## src/tvpl_pkg.sv

```systemverilog
// Package for the thruster valve and pressure lag block.
// Holds the fixed-point constants, register indices and the shared structs.
// No dependencies.
package tvpl_pkg;

    // Field widths
    localparam int unsigned STEP_W  = 16;
    localparam int unsigned CFG24_W = 24;
    localparam int unsigned WORD_W  = 32;
    localparam int unsigned Q_W     = 16;
    localparam int unsigned ADDR_W  = 3;

    // Q1.15 unity and unity gain in units of 2^-24
    localparam logic [Q_W-1:0] Q_ONE    = 16'h8000;
    localparam logic [24:0]    GAIN_ONE = 25'h100_0000;

    // Configuration register indices
    typedef enum logic [ADDR_W-1:0] {
        REG_IGN_DELAY  = 3'd0,
        REG_SHUT_DELAY = 3'd1,
        REG_MIN_ON     = 3'd2,
        REG_VALVE_RATE = 3'd3,
        REG_PRESS_RATE = 3'd4,
        REG_THRUST     = 3'd5,
        REG_FLOW       = 3'd6
    } reg_idx_t;

    // Configuration register contents
    typedef struct packed {
        logic [CFG24_W-1:0] ignition_delay_us;
        logic [CFG24_W-1:0] shutdown_delay_us;
        logic [CFG24_W-1:0] min_on_time_us;
        logic [CFG24_W-1:0] valve_rate;
        logic [CFG24_W-1:0] pressure_rate;
        logic [WORD_W-1:0]  thrust_full;
        logic [WORD_W-1:0]  flow_per_thrust;
    } cfg_t;

    // One result word
    typedef struct packed {
        logic [WORD_W-1:0] thrust;
        logic [WORD_W-1:0] prop_flow;
        logic              firing;
        logic [Q_W-1:0]    valve_out;
        logic [Q_W-1:0]    pressure_out;
    } res_t;

endpackage

```

## src/tvpl_if.sv

```systemverilog
// Handshake channels of the thruster valve and pressure lag block.
// Depends on tvpl_pkg for widths.
interface tvpl_item_if;
    import tvpl_pkg::*;
    logic              valid;
    logic              ready;
    logic              fire_cmd;
    logic [STEP_W-1:0] step_us;
    modport source (output valid, fire_cmd, step_us, input ready);
    modport sink   (input valid, fire_cmd, step_us, output ready);
endinterface

interface tvpl_result_if;
    import tvpl_pkg::*;
    logic              valid;
    logic              ready;
    logic [WORD_W-1:0] thrust;
    logic [WORD_W-1:0] prop_flow;
    logic              firing;
    logic [Q_W-1:0]    valve_out;
    logic [Q_W-1:0]    pressure_out;
    modport source (output valid, thrust, prop_flow, firing, valve_out, pressure_out,
                    input ready);
    modport sink   (input valid, thrust, prop_flow, firing, valve_out, pressure_out,
                    output ready);
endinterface

interface tvpl_cfg_if;
    import tvpl_pkg::*;
    logic              valid;
    logic              ready;
    logic [ADDR_W-1:0] addr;
    logic [WORD_W-1:0] data;
    modport source (output valid, addr, data, input ready);
    modport sink   (input valid, addr, data, output ready);
endinterface

```

## src/tvpl_cfg.sv

```systemverilog
// Configuration register file of the thruster lag block.
// Depends on tvpl_pkg and the tvpl_cfg_if channel.
module tvpl_cfg (
    input  logic            clk,
    input  logic            rst_n,
    tvpl_cfg_if.sink        cfg,
    output tvpl_pkg::cfg_t  regs
);
    import tvpl_pkg::*;

    cfg_t regs_reg;
    cfg_t regs_next;

    // Writes always taken
    assign cfg.ready = 1'b1;
    assign regs      = regs_reg;

    // Decode the write word; unknown indices are dropped
    always_comb
    begin
        regs_next = regs_reg;
        if (cfg.valid)
        begin
            case (cfg.addr)
                REG_IGN_DELAY:  regs_next.ignition_delay_us = cfg.data[CFG24_W-1:0];
                REG_SHUT_DELAY: regs_next.shutdown_delay_us = cfg.data[CFG24_W-1:0];
                REG_MIN_ON:     regs_next.min_on_time_us    = cfg.data[CFG24_W-1:0];
                REG_VALVE_RATE: regs_next.valve_rate        = cfg.data[CFG24_W-1:0];
                REG_PRESS_RATE: regs_next.pressure_rate     = cfg.data[CFG24_W-1:0];
                REG_THRUST:     regs_next.thrust_full       = cfg.data;
                REG_FLOW:       regs_next.flow_per_thrust   = cfg.data;
                default:        regs_next = regs_reg;
            endcase
        end
    end

    always_ff @(posedge clk or negedge rst_n)
    begin
        if (!rst_n)
            regs_reg <= '0;
        else
            regs_reg <= regs_next;
    end

endmodule

```

## src/tvpl_mul.sv

```systemverilog
// Shared 32x32 unsigned multiplier with a registered product.
// No dependencies beyond tvpl_pkg widths.
module tvpl_mul (
    input  logic                          clk,
    input  logic [tvpl_pkg::WORD_W-1:0]   a,
    input  logic [tvpl_pkg::WORD_W-1:0]   b,
    output logic [2*tvpl_pkg::WORD_W-1:0] prod
);
    import tvpl_pkg::*;

    logic [2*WORD_W-1:0] prod_reg;

    // Product register, no reset needed
    always_ff @(posedge clk)
    begin
        prod_reg <= a * b;
    end

    assign prod = prod_reg;

endmodule

```

## src/tvpl_ctrl.sv

```systemverilog
// Sequencer and state of the thruster lag block: timers, firing flag, the two
// lags and the thrust and flow products, all through one shared multiplier.
// Depends on tvpl_pkg, tvpl_item_if and tvpl_mul.
module tvpl_ctrl (
    input  logic            clk,
    input  logic            rst_n,
    tvpl_item_if.sink       item,
    input  tvpl_pkg::cfg_t  regs,
    input  logic            out_free,
    output logic            res_load,
    output tvpl_pkg::res_t  res
);
    import tvpl_pkg::*;

    typedef enum logic [3:0] {
        S_IDLE,
        S_TIMER,
        S_VMUL,
        S_VUPD,
        S_PMUL,
        S_PUPD,
        S_TMUL,
        S_FMUL,
        S_DONE
    } state_t;

    state_t             state_reg, state_next;
    logic               cmd_reg, cmd_next;
    logic [STEP_W-1:0]  step_reg, step_next;
    logic [WORD_W-1:0]  on_reg, on_next;
    logic [WORD_W-1:0]  off_reg, off_next;
    logic               flag_reg, flag_next;
    logic [Q_W-1:0]     valve_reg, valve_next;
    logic [Q_W-1:0]     press_reg, press_next;
    logic               up_reg, up_next;
    logic [WORD_W-1:0]  thrust_reg, thrust_next;

    logic [WORD_W-1:0]   mul_a, mul_b;
    logic [2*WORD_W-1:0] prod;

    logic [WORD_W-1:0]  tsel;
    logic [WORD_W:0]    tsum;
    logic [WORD_W-1:0]  tsat;
    logic [WORD_W-1:0]  on_t, off_t;
    logic               flag_t;
    logic [24:0]        gain;
    logic [Q_W-1:0]     vtarget;
    logic               vup, pup;
    logic [Q_W-1:0]     vdiff, pdiff;
    logic [48:0]        trnd;
    logic [WORD_W-1:0]  thrust_sat;
    logic [2*WORD_W-1:0] frnd;

    tvpl_mul u_mul (
        .clk  (clk),
        .a    (mul_a),
        .b    (mul_b),
        .prod (prod)
    );

    // Lag update: x +/- round(diff * gain / 2^24), clamped to [0, 1]
    function automatic logic [Q_W-1:0] lag_next(input logic [Q_W-1:0] x,
                                                 input logic up,
                                                 input logic [2*WORD_W-1:0] p);
        logic [40:0] r;
        logic [16:0] mag;
        logic [17:0] s;
        r   = p[40:0] + {17'd0, 24'h80_0000};
        mag = r[40:24];
        if (up)
            s = {2'b00, x} + {1'b0, mag};
        else
            s = {2'b00, x} - {1'b0, mag};
        if (s[17])
            lag_next = '0;
        else if (s > {2'b00, Q_ONE})
            lag_next = Q_ONE;
        else
            lag_next = s[Q_W-1:0];
    endfunction

    // Timers: one saturating add on whichever timer runs
    assign tsel = cmd_reg ? on_reg : off_reg;
    assign tsum = {1'b0, tsel} + {{(WORD_W+1-STEP_W){1'b0}}, step_reg};
    assign tsat = tsum[WORD_W] ? '1 : tsum[WORD_W-1:0];

    // Firing flag rules on the updated timers
    always_comb
    begin
        if (cmd_reg)
        begin
            on_t   = tsat;
            off_t  = '0;
            flag_t = flag_reg | (tsat > {8'd0, regs.ignition_delay_us});
        end
        else
        begin
            on_t   = '0;
            off_t  = tsat;
            flag_t = flag_reg & !(tsat > {8'd0, regs.shutdown_delay_us});
        end
        if (!flag_t && (on_t != '0) && (on_t < {8'd0, regs.min_on_time_us}))
            flag_t = 1'b1;
    end

    // Gain from the previous product, saturated at one
    assign gain = (prod[39:0] > {15'd0, GAIN_ONE}) ? GAIN_ONE : prod[24:0];

    // Lag differences and directions
    assign vtarget = flag_reg ? Q_ONE : '0;
    assign vup     = vtarget >= valve_reg;
    assign vdiff   = vup ? (vtarget - valve_reg) : (valve_reg - vtarget);
    assign pup     = valve_reg >= press_reg;
    assign pdiff   = pup ? (valve_reg - press_reg) : (press_reg - valve_reg);

    // Thrust rounding and saturation, flow rounding
    assign trnd       = {1'b0, prod[47:0]} + 49'h4000;
    assign thrust_sat = (|trnd[48:47]) ? '1 : trnd[46:15];
    assign frnd       = prod + 64'h8000_0000;

    // Multiplier operand selection
    always_comb
    begin
        case (state_reg)
            S_TIMER:
            begin
                mul_a = {16'd0, step_reg};
                mul_b = {8'd0, regs.valve_rate};
            end
            S_VMUL:
            begin
                mul_a = {16'd0, vdiff};
                mul_b = {7'd0, gain};
            end
            S_VUPD:
            begin
                mul_a = {16'd0, step_reg};
                mul_b = {8'd0, regs.pressure_rate};
            end
            S_PMUL:
            begin
                mul_a = {16'd0, pdiff};
                mul_b = {7'd0, gain};
            end
            S_TMUL:
            begin
                mul_a = {16'd0, press_reg};
                mul_b = regs.thrust_full;
            end
            S_FMUL:
            begin
                mul_a = thrust_sat;
                mul_b = regs.flow_per_thrust;
            end
            // keep the flow product steady while the result waits
            S_DONE:
            begin
                mul_a = thrust_reg;
                mul_b = regs.flow_per_thrust;
            end
            default:
            begin
                mul_a = '0;
                mul_b = '0;
            end
        endcase
    end

    // Sequencer next state
    always_comb
    begin
        state_next  = state_reg;
        cmd_next    = cmd_reg;
        step_next   = step_reg;
        on_next     = on_reg;
        off_next    = off_reg;
        flag_next   = flag_reg;
        valve_next  = valve_reg;
        press_next  = press_reg;
        up_next     = up_reg;
        thrust_next = thrust_reg;
        case (state_reg)
            S_IDLE:
            begin
                if (item.valid)
                begin
                    cmd_next   = item.fire_cmd;
                    step_next  = item.step_us;
                    state_next = S_TIMER;
                end
            end
            S_TIMER:
            begin
                on_next    = on_t;
                off_next   = off_t;
                flag_next  = flag_t;
                state_next = S_VMUL;
            end
            S_VMUL:
            begin
                up_next    = vup;
                state_next = S_VUPD;
            end
            S_VUPD:
            begin
                valve_next = lag_next(valve_reg, up_reg, prod);
                state_next = S_PMUL;
            end
            S_PMUL:
            begin
                up_next    = pup;
                state_next = S_PUPD;
            end
            S_PUPD:
            begin
                press_next = lag_next(press_reg, up_reg, prod);
                state_next = S_TMUL;
            end
            S_TMUL:
            begin
                state_next = S_FMUL;
            end
            S_FMUL:
            begin
                thrust_next = thrust_sat;
                state_next  = S_DONE;
            end
            S_DONE:
            begin
                if (out_free)
                    state_next = S_IDLE;
            end
            default:
            begin
                state_next = S_IDLE;
            end
        endcase
    end

    // State and registered values
    always_ff @(posedge clk or negedge rst_n)
    begin
        if (!rst_n)
        begin
            state_reg  <= S_IDLE;
            cmd_reg    <= 1'b0;
            step_reg   <= '0;
            on_reg     <= '0;
            off_reg    <= '0;
            flag_reg   <= 1'b0;
            valve_reg  <= '0;
            press_reg  <= '0;
            up_reg     <= 1'b0;
            thrust_reg <= '0;
        end
        else
        begin
            state_reg  <= state_next;
            cmd_reg    <= cmd_next;
            step_reg   <= step_next;
            on_reg     <= on_next;
            off_reg    <= off_next;
            flag_reg   <= flag_next;
            valve_reg  <= valve_next;
            press_reg  <= press_next;
            up_reg     <= up_next;
            thrust_reg <= thrust_next;
        end
    end

    // Handshake and result word
    assign item.ready       = (state_reg == S_IDLE);
    assign res_load         = (state_reg == S_DONE) && out_free;
    assign res.thrust       = thrust_reg;
    assign res.prop_flow    = frnd[2*WORD_W-1:WORD_W];
    assign res.firing       = flag_reg;
    assign res.valve_out    = valve_reg;
    assign res.pressure_out = press_reg;

    // Lag states never leave [0, 1]
    a_valve_range: assert property (@(posedge clk) disable iff (!rst_n)
        valve_reg <= Q_ONE)
        else $error("valve position above unity");

    a_press_range: assert property (@(posedge clk) disable iff (!rst_n)
        press_reg <= Q_ONE)
        else $error("pressure fraction above unity");

    // Gain handed to the multiplier is saturated at one
    a_gain_sat: assert property (@(posedge clk) disable iff (!rst_n)
        (state_reg == S_VMUL || state_reg == S_PMUL) |-> (mul_b <= {7'd0, GAIN_ONE}))
        else $error("lag gain above unity");

    // A fire command clears the off timer
    a_off_clear: assert property (@(posedge clk) disable iff (!rst_n)
        (state_reg == S_TIMER && cmd_reg) |=> (off_reg == '0))
        else $error("off timer not cleared while firing commanded");

endmodule

```

## src/thruster_valve_pressure_lag.sv

```systemverilog
// Thruster valve and pressure lag model, top level.
// Each input word is accepted only while the sequencer is idle; it then runs the
// timer, lag, thrust and flow steps, and six products go in series through one
// shared 32x32 multiplier. A new word waits until the last result is registered.
// Async reset (rst_n low) clears config registers, timers, flag, valve and pressure.
// Depends on tvpl_pkg, tvpl_if, tvpl_cfg, tvpl_mul and tvpl_ctrl.
module thruster_valve_pressure_lag (
    input  logic        clk,
    input  logic        rst_n,
    tvpl_item_if.sink   item,
    tvpl_result_if.source result,
    tvpl_cfg_if.sink    cfg
);
    import tvpl_pkg::*;

    cfg_t  regs;
    res_t  res;
    logic  res_load;
    logic  out_free;
    logic  out_valid_reg, out_valid_next;
    res_t  out_reg, out_next;

    tvpl_cfg u_cfg (
        .clk   (clk),
        .rst_n (rst_n),
        .cfg   (cfg),
        .regs  (regs)
    );

    tvpl_ctrl u_ctrl (
        .clk      (clk),
        .rst_n    (rst_n),
        .item     (item),
        .regs     (regs),
        .out_free (out_free),
        .res_load (res_load),
        .res      (res)
    );

    // Output register: free when empty or being taken this cycle
    assign out_free = !out_valid_reg || result.ready;

    always_comb
    begin
        out_valid_next = out_valid_reg;
        out_next       = out_reg;
        if (res_load)
        begin
            out_valid_next = 1'b1;
            out_next       = res;
        end
        else if (result.ready)
        begin
            out_valid_next = 1'b0;
        end
    end

    always_ff @(posedge clk or negedge rst_n)
    begin
        if (!rst_n)
            out_valid_reg <= 1'b0;
        else
            out_valid_reg <= out_valid_next;
    end

    always_ff @(posedge clk)
    begin
        out_reg <= out_next;
    end

    assign result.valid        = out_valid_reg;
    assign result.thrust       = out_reg.thrust;
    assign result.prop_flow    = out_reg.prop_flow;
    assign result.firing       = out_reg.firing;
    assign result.valve_out    = out_reg.valve_out;
    assign result.pressure_out = out_reg.pressure_out;

endmodule
```

## src/flat_wrapper.sv

```systemverilog
// flat-port wrapper written by rule: the top's interface ports become plain ports
module thruster_valve_pressure_lag_flat import tvpl_pkg::*;
  (clk, rst_n, item_valid, item_fire_cmd, item_step_us, item_ready, result_valid, result_thrust, result_prop_flow, result_firing, result_valve_out, result_pressure_out, result_ready, cfg_valid, cfg_addr, cfg_data, cfg_ready);
  tvpl_item_if item_i ();
  tvpl_result_if result_i ();
  tvpl_cfg_if cfg_i ();
  input  logic clk;
  input  logic rst_n;
  input wire logic [$bits(item_i.valid)-1:0] item_valid;
  input wire logic [$bits(item_i.fire_cmd)-1:0] item_fire_cmd;
  input wire logic [$bits(item_i.step_us)-1:0] item_step_us;
  output wire logic [$bits(item_i.ready)-1:0] item_ready;
  output wire logic [$bits(result_i.valid)-1:0] result_valid;
  output wire logic [$bits(result_i.thrust)-1:0] result_thrust;
  output wire logic [$bits(result_i.prop_flow)-1:0] result_prop_flow;
  output wire logic [$bits(result_i.firing)-1:0] result_firing;
  output wire logic [$bits(result_i.valve_out)-1:0] result_valve_out;
  output wire logic [$bits(result_i.pressure_out)-1:0] result_pressure_out;
  input wire logic [$bits(result_i.ready)-1:0] result_ready;
  input wire logic [$bits(cfg_i.valid)-1:0] cfg_valid;
  input wire logic [$bits(cfg_i.addr)-1:0] cfg_addr;
  input wire logic [$bits(cfg_i.data)-1:0] cfg_data;
  output wire logic [$bits(cfg_i.ready)-1:0] cfg_ready;
  assign item_i.valid = item_valid;
  assign item_i.fire_cmd = item_fire_cmd;
  assign item_i.step_us = item_step_us;
  assign item_ready = item_i.ready;
  assign result_valid = result_i.valid;
  assign result_thrust = result_i.thrust;
  assign result_prop_flow = result_i.prop_flow;
  assign result_firing = result_i.firing;
  assign result_valve_out = result_i.valve_out;
  assign result_pressure_out = result_i.pressure_out;
  assign result_i.ready = result_ready;
  assign cfg_i.valid = cfg_valid;
  assign cfg_i.addr = cfg_addr;
  assign cfg_i.data = cfg_data;
  assign cfg_ready = cfg_i.ready;
  thruster_valve_pressure_lag u_core (.clk(clk), .rst_n(rst_n), .item(item_i), .result(result_i), .cfg(cfg_i));
endmodule
```

## config.mk

```make
export PLATFORM = sky130hd
export DESIGN_NAME = thruster_valve_pressure_lag_flat
export DESIGN_NICKNAME = d
export VERILOG_FILES = /design/src/tvpl_pkg.sv /design/src/tvpl_if.sv /design/src/tvpl_cfg.sv /design/src/tvpl_mul.sv /design/src/tvpl_ctrl.sv /design/src/thruster_valve_pressure_lag.sv /design/src/flat_wrapper.sv
export SDC_FILE = /design/constraint.sdc
export NUM_CORES = 2
export LEC_CHECK = 0
export BUFFER_PORTS_ARGS = -buffer_cell sky130_fd_sc_hd__buf_2
export CAP_MARGIN = 10
export CELL_PAD_IN_SITES_DETAIL_PLACEMENT = 1
export CELL_PAD_IN_SITES_GLOBAL_PLACEMENT = 2
export CORE_ASPECT_RATIO = 0.5
export CORE_MARGIN = 2
export CORE_UTILIZATION = 43
export CTS_BUF_LIST = sky130_fd_sc_hd__clkbuf_4 sky130_fd_sc_hd__clkbuf_8 sky130_fd_sc_hd__clkbuf_16
export DETAILED_ROUTE_END_ITERATION = 7
export PLACE_DENSITY = 0.87
export SETUP_SLACK_MARGIN = 0.4
export SYNTH_ARGS = -nofsm -noshare
export SYNTH_HDL_FRONTEND = slang
export SYNTH_HIERARCHICAL = 1
export SYNTH_SLANG_ARGS = --single-unit
```

## constraint.sdc

```tcl
create_clock -name clk -period 11.11 [get_ports clk]
set_input_delay 2.7775 -clock clk [delete_from_list [all_inputs] [get_ports clk]]
set_output_delay 2.7775 -clock clk [all_outputs]
set_load 0.01 [all_outputs]
```

==> impl_metrics.tcl <==
set metrics [dict create \
    worstPathArrival_ps 11010 \
    end_kind "register" \
    die_height_um 270.0 \
    slew_headroom_pct 17.65 \
    drive_gt1_share_pct 12.78 \
    largest_reg_flops 184 \
    skew_ps 32.28 \
    ys_seq_elements 497 \
    syn-cell-area_mm2 0.06087 \
    grt_use_total_pct 27.71 \
    routed_wl_um 201100 \
    syn_avg_cell_area_um2 9.630 \
    critPathSlowestCell "fa_1" \
    num_rows 97 \
    rsz0062_at_grt "false" \
    layout_common_cells "inv_1, fa_1, nand2_1, and2_1, ha_1" \
    viasPerCell 5.577 \
    antenna_found_initial 10 \
    yosys_warnings 6 \
    numClockSinks 497 \
    drt-initial-drc-count 2759 \
    final_common_cell "inv_1" \
    synthFlopType "dfrtp_1" \
    cts_tree "yes" \
    hold_class "register to register" \
    gp_congestion 0.9327 \
    die-area_mm2 0.1448 \
    path_clk_slew_ps 70 \
    fillers 15815 \
    overflow 0 \
    async_flop_share_pct 67.61 \
    die_w_um 536.1 \
    max_freq_ghz 0.09536 \
    tightest_slew_ps 1224 \
    dpl.cell_count 8183 \
    htree_num_levels 2 \
    start_util_pct 43.39 \
    drv_slew 0 \
    drt_pre_antenna_iters 5 \
    hold_buffers 0 \
    synth_fp_nets 7699 \
    cts.path.max_buffers 3 \
    port_buffers 155 \
    drcViolationCount 0 \
    clk_latency_ps 670 \
    fin_ws_ps 623.4 \
    setup_viol 0 \
    yosysSeqAreaShare_pct 20.70 \
    root_buffer "clkbuf_16" \
    place_hpwl_um 159800 \
    synth.distinct_cells 101 \
    period_needed_ps 10490 \
    cp_max_fo 15 \
    slowest_delay_ps 570 \
    status "finished clean" \
    place_ws_ps -216.4 \
    startpoint_type "register" \
    synth_edf_count 97 \
    finalCritPeriodShare_pct 94.39 \
    coreArea_mm2 0.1403 \
    pin_count 157 \
    grt_pass1_wl_um 310400 \
    required_ps 11630 \
    wire_per_inst_um 24.15 \
    drtAntennaViolNets 0 \
    grt_pass1_vias 52279 \
    nets 7775 \
    worstSetupPathType "register to register" \
    cts_buffers 53 \
    final_hold_viol_count 0 \
    fin_cells 8328 \
    grt_max_degree 80 \
    syn-instance-count 6321 \
    maxCapViolCount 0 \
    crit_top_cell "fa_1" \
    syn_to_final_growth_pct 9.996 \
    vias 46443 \
]
==> worst paths after layout <==
path	from	to	slack (ps)	cells after the start
max	u_core/u_ctrl/press_reg[2]	u_core/u_ctrl/u_mul/prod[59]	620	37
min	u_core/u_ctrl/off_reg[6]	u_core/u_ctrl/off_reg[6]	480	2
max reg2reg	u_core/u_ctrl/press_reg[2]	u_core/u_ctrl/u_mul/prod[59]	620	37
min reg2reg	u_core/u_ctrl/off_reg[6]	u_core/u_ctrl/off_reg[6]	480	2
max in group asynchronous	rst_n	u_core/u_cfg/regs[57]	6670	3
min in group asynchronous	rst_n	u_core/u_ctrl/off_reg[29]	2080	1
==> final cells by class <==
class | instances | area, um^2 | share of cell area [%]
Antenna cell | 6 | 15.01 | 0.02242
Clock buffer | 62 | 1431 | 2.138
Clock inverter | 37 | 372.9 | 0.5569
Inverter | 1006 | 3776 | 5.640
Multi-Input combinational cell | 4474 | 43760 | 65.36
Sequential cell | 497 | 12620 | 18.85
Tap cell | 1881 | 2354 | 3.515
Timing Repair Buffer | 365 | 2625 | 3.921
==> critical path, delay by kind of cell, from the launching register on <==
family          cells  cell delay [ps]
flops               1              450
buf+inv             7              890
mux                 1              200
fa+ha+maj          10             4660
simple gates        6             1440
xor+xnor            2              340
compound gates     11             2340
==> timing repair <==
item	in CTS	in global routing
endpoints found under the setup margin	29	27
cloned	0	5
pin swaps	2	27
resized for setup	34	102
setup buffers	7	27
==> Yosys cell counts (23+ instances only) <==
library cell | n | share of area (%)
nor2_1 | 135 | 0.83
a21o_1 | 71 | 0.88
xor2_1 | 78 | 1.1
dfrtp_1 | 336 | 14
a22oi_1 | 30 | 0.37
nand2b_1 | 23 | 0.24
a22o_1 | 42 | 0.60
ha_1 | 420 | 8.6
dfxtp_1 | 64 | 2.1
nand4_1 | 50 | 0.51
a221o_1 | 32 | 0.53
clkbuf_1 | 292 | 1.8
o21a_1 | 23 | 0.28
a31oi_1 | 23 | 0.24
nand2_1 | 798 | 4.9
mux2_2 | 206 | 3.8
a21oi_1 | 188 | 1.5
o21ai_0 | 135 | 1.1
edfxtp_1 | 97 | 4.8
nor2b_1 | 36 | 0.37
mux2i_1 | 25 | 0.41
nand3_1 | 63 | 0.52
and3_1 | 29 | 0.30
and2_1 | 619 | 6.4
mux2_1 | 33 | 0.61
inv_1 | 1006 | 6.2
buf_2 | 25 | 0.21
fa_1 | 901 | 30
xnor2_1 | 155 | 2.2
nor3_1 | 51 | 0.42
==> cells by family (layout without fill, tap and decap cells) <==
kind of cell | Yosys count | count (layout) | share of synthesized area, %
other | 1 | 7 | 0.006161
AO/OA/AOI/OAI | 754 | 754 | 8.516
AND/OR/NAND/NOR | 1900 | 1900 | 15.76
multiplexers | 265 | 265 | 4.857
flip-flops | 497 | 497 | 20.70
buffers and inverters | 1350 | 1470 | 8.545
XOR/XNOR | 233 | 233 | 3.353
adder cells (fa/ha/maj) | 1321 | 1321 | 38.27
==> per-layer routing <==
layer / global-route usage [%] / vias up / routed length, um
met1: 36.55 / 24662 / 85860
li1: - / 20292 / -
met4: 7.050 / 2 / 5229
met2: 48.40 / 1189 / 100300
met5: 0 / - / 13
met3: 3.121 / 298 / 9686
==> stage by stage <==
stage / hold WS (ps) / TNS [ps] / utilization [%] / area, um^2
finish: 479.5 / 0 / 47.72 / 66960
global route: 497.4 / 0 / 47.71 / 66940
CTS: 480.6 / 0 / 47.12 / 66100
detailed placement: 464.3 / -748.5 / 45.70 / 64110
global placement: 453.6 / 0 / 45.70 / 64110
floorplan: 440.2 / 0 / - / 60870
Power is left out: the tool's default activity adds up to more than one toggle a clock period on the data nets, which glitch-free logic cannot reach.
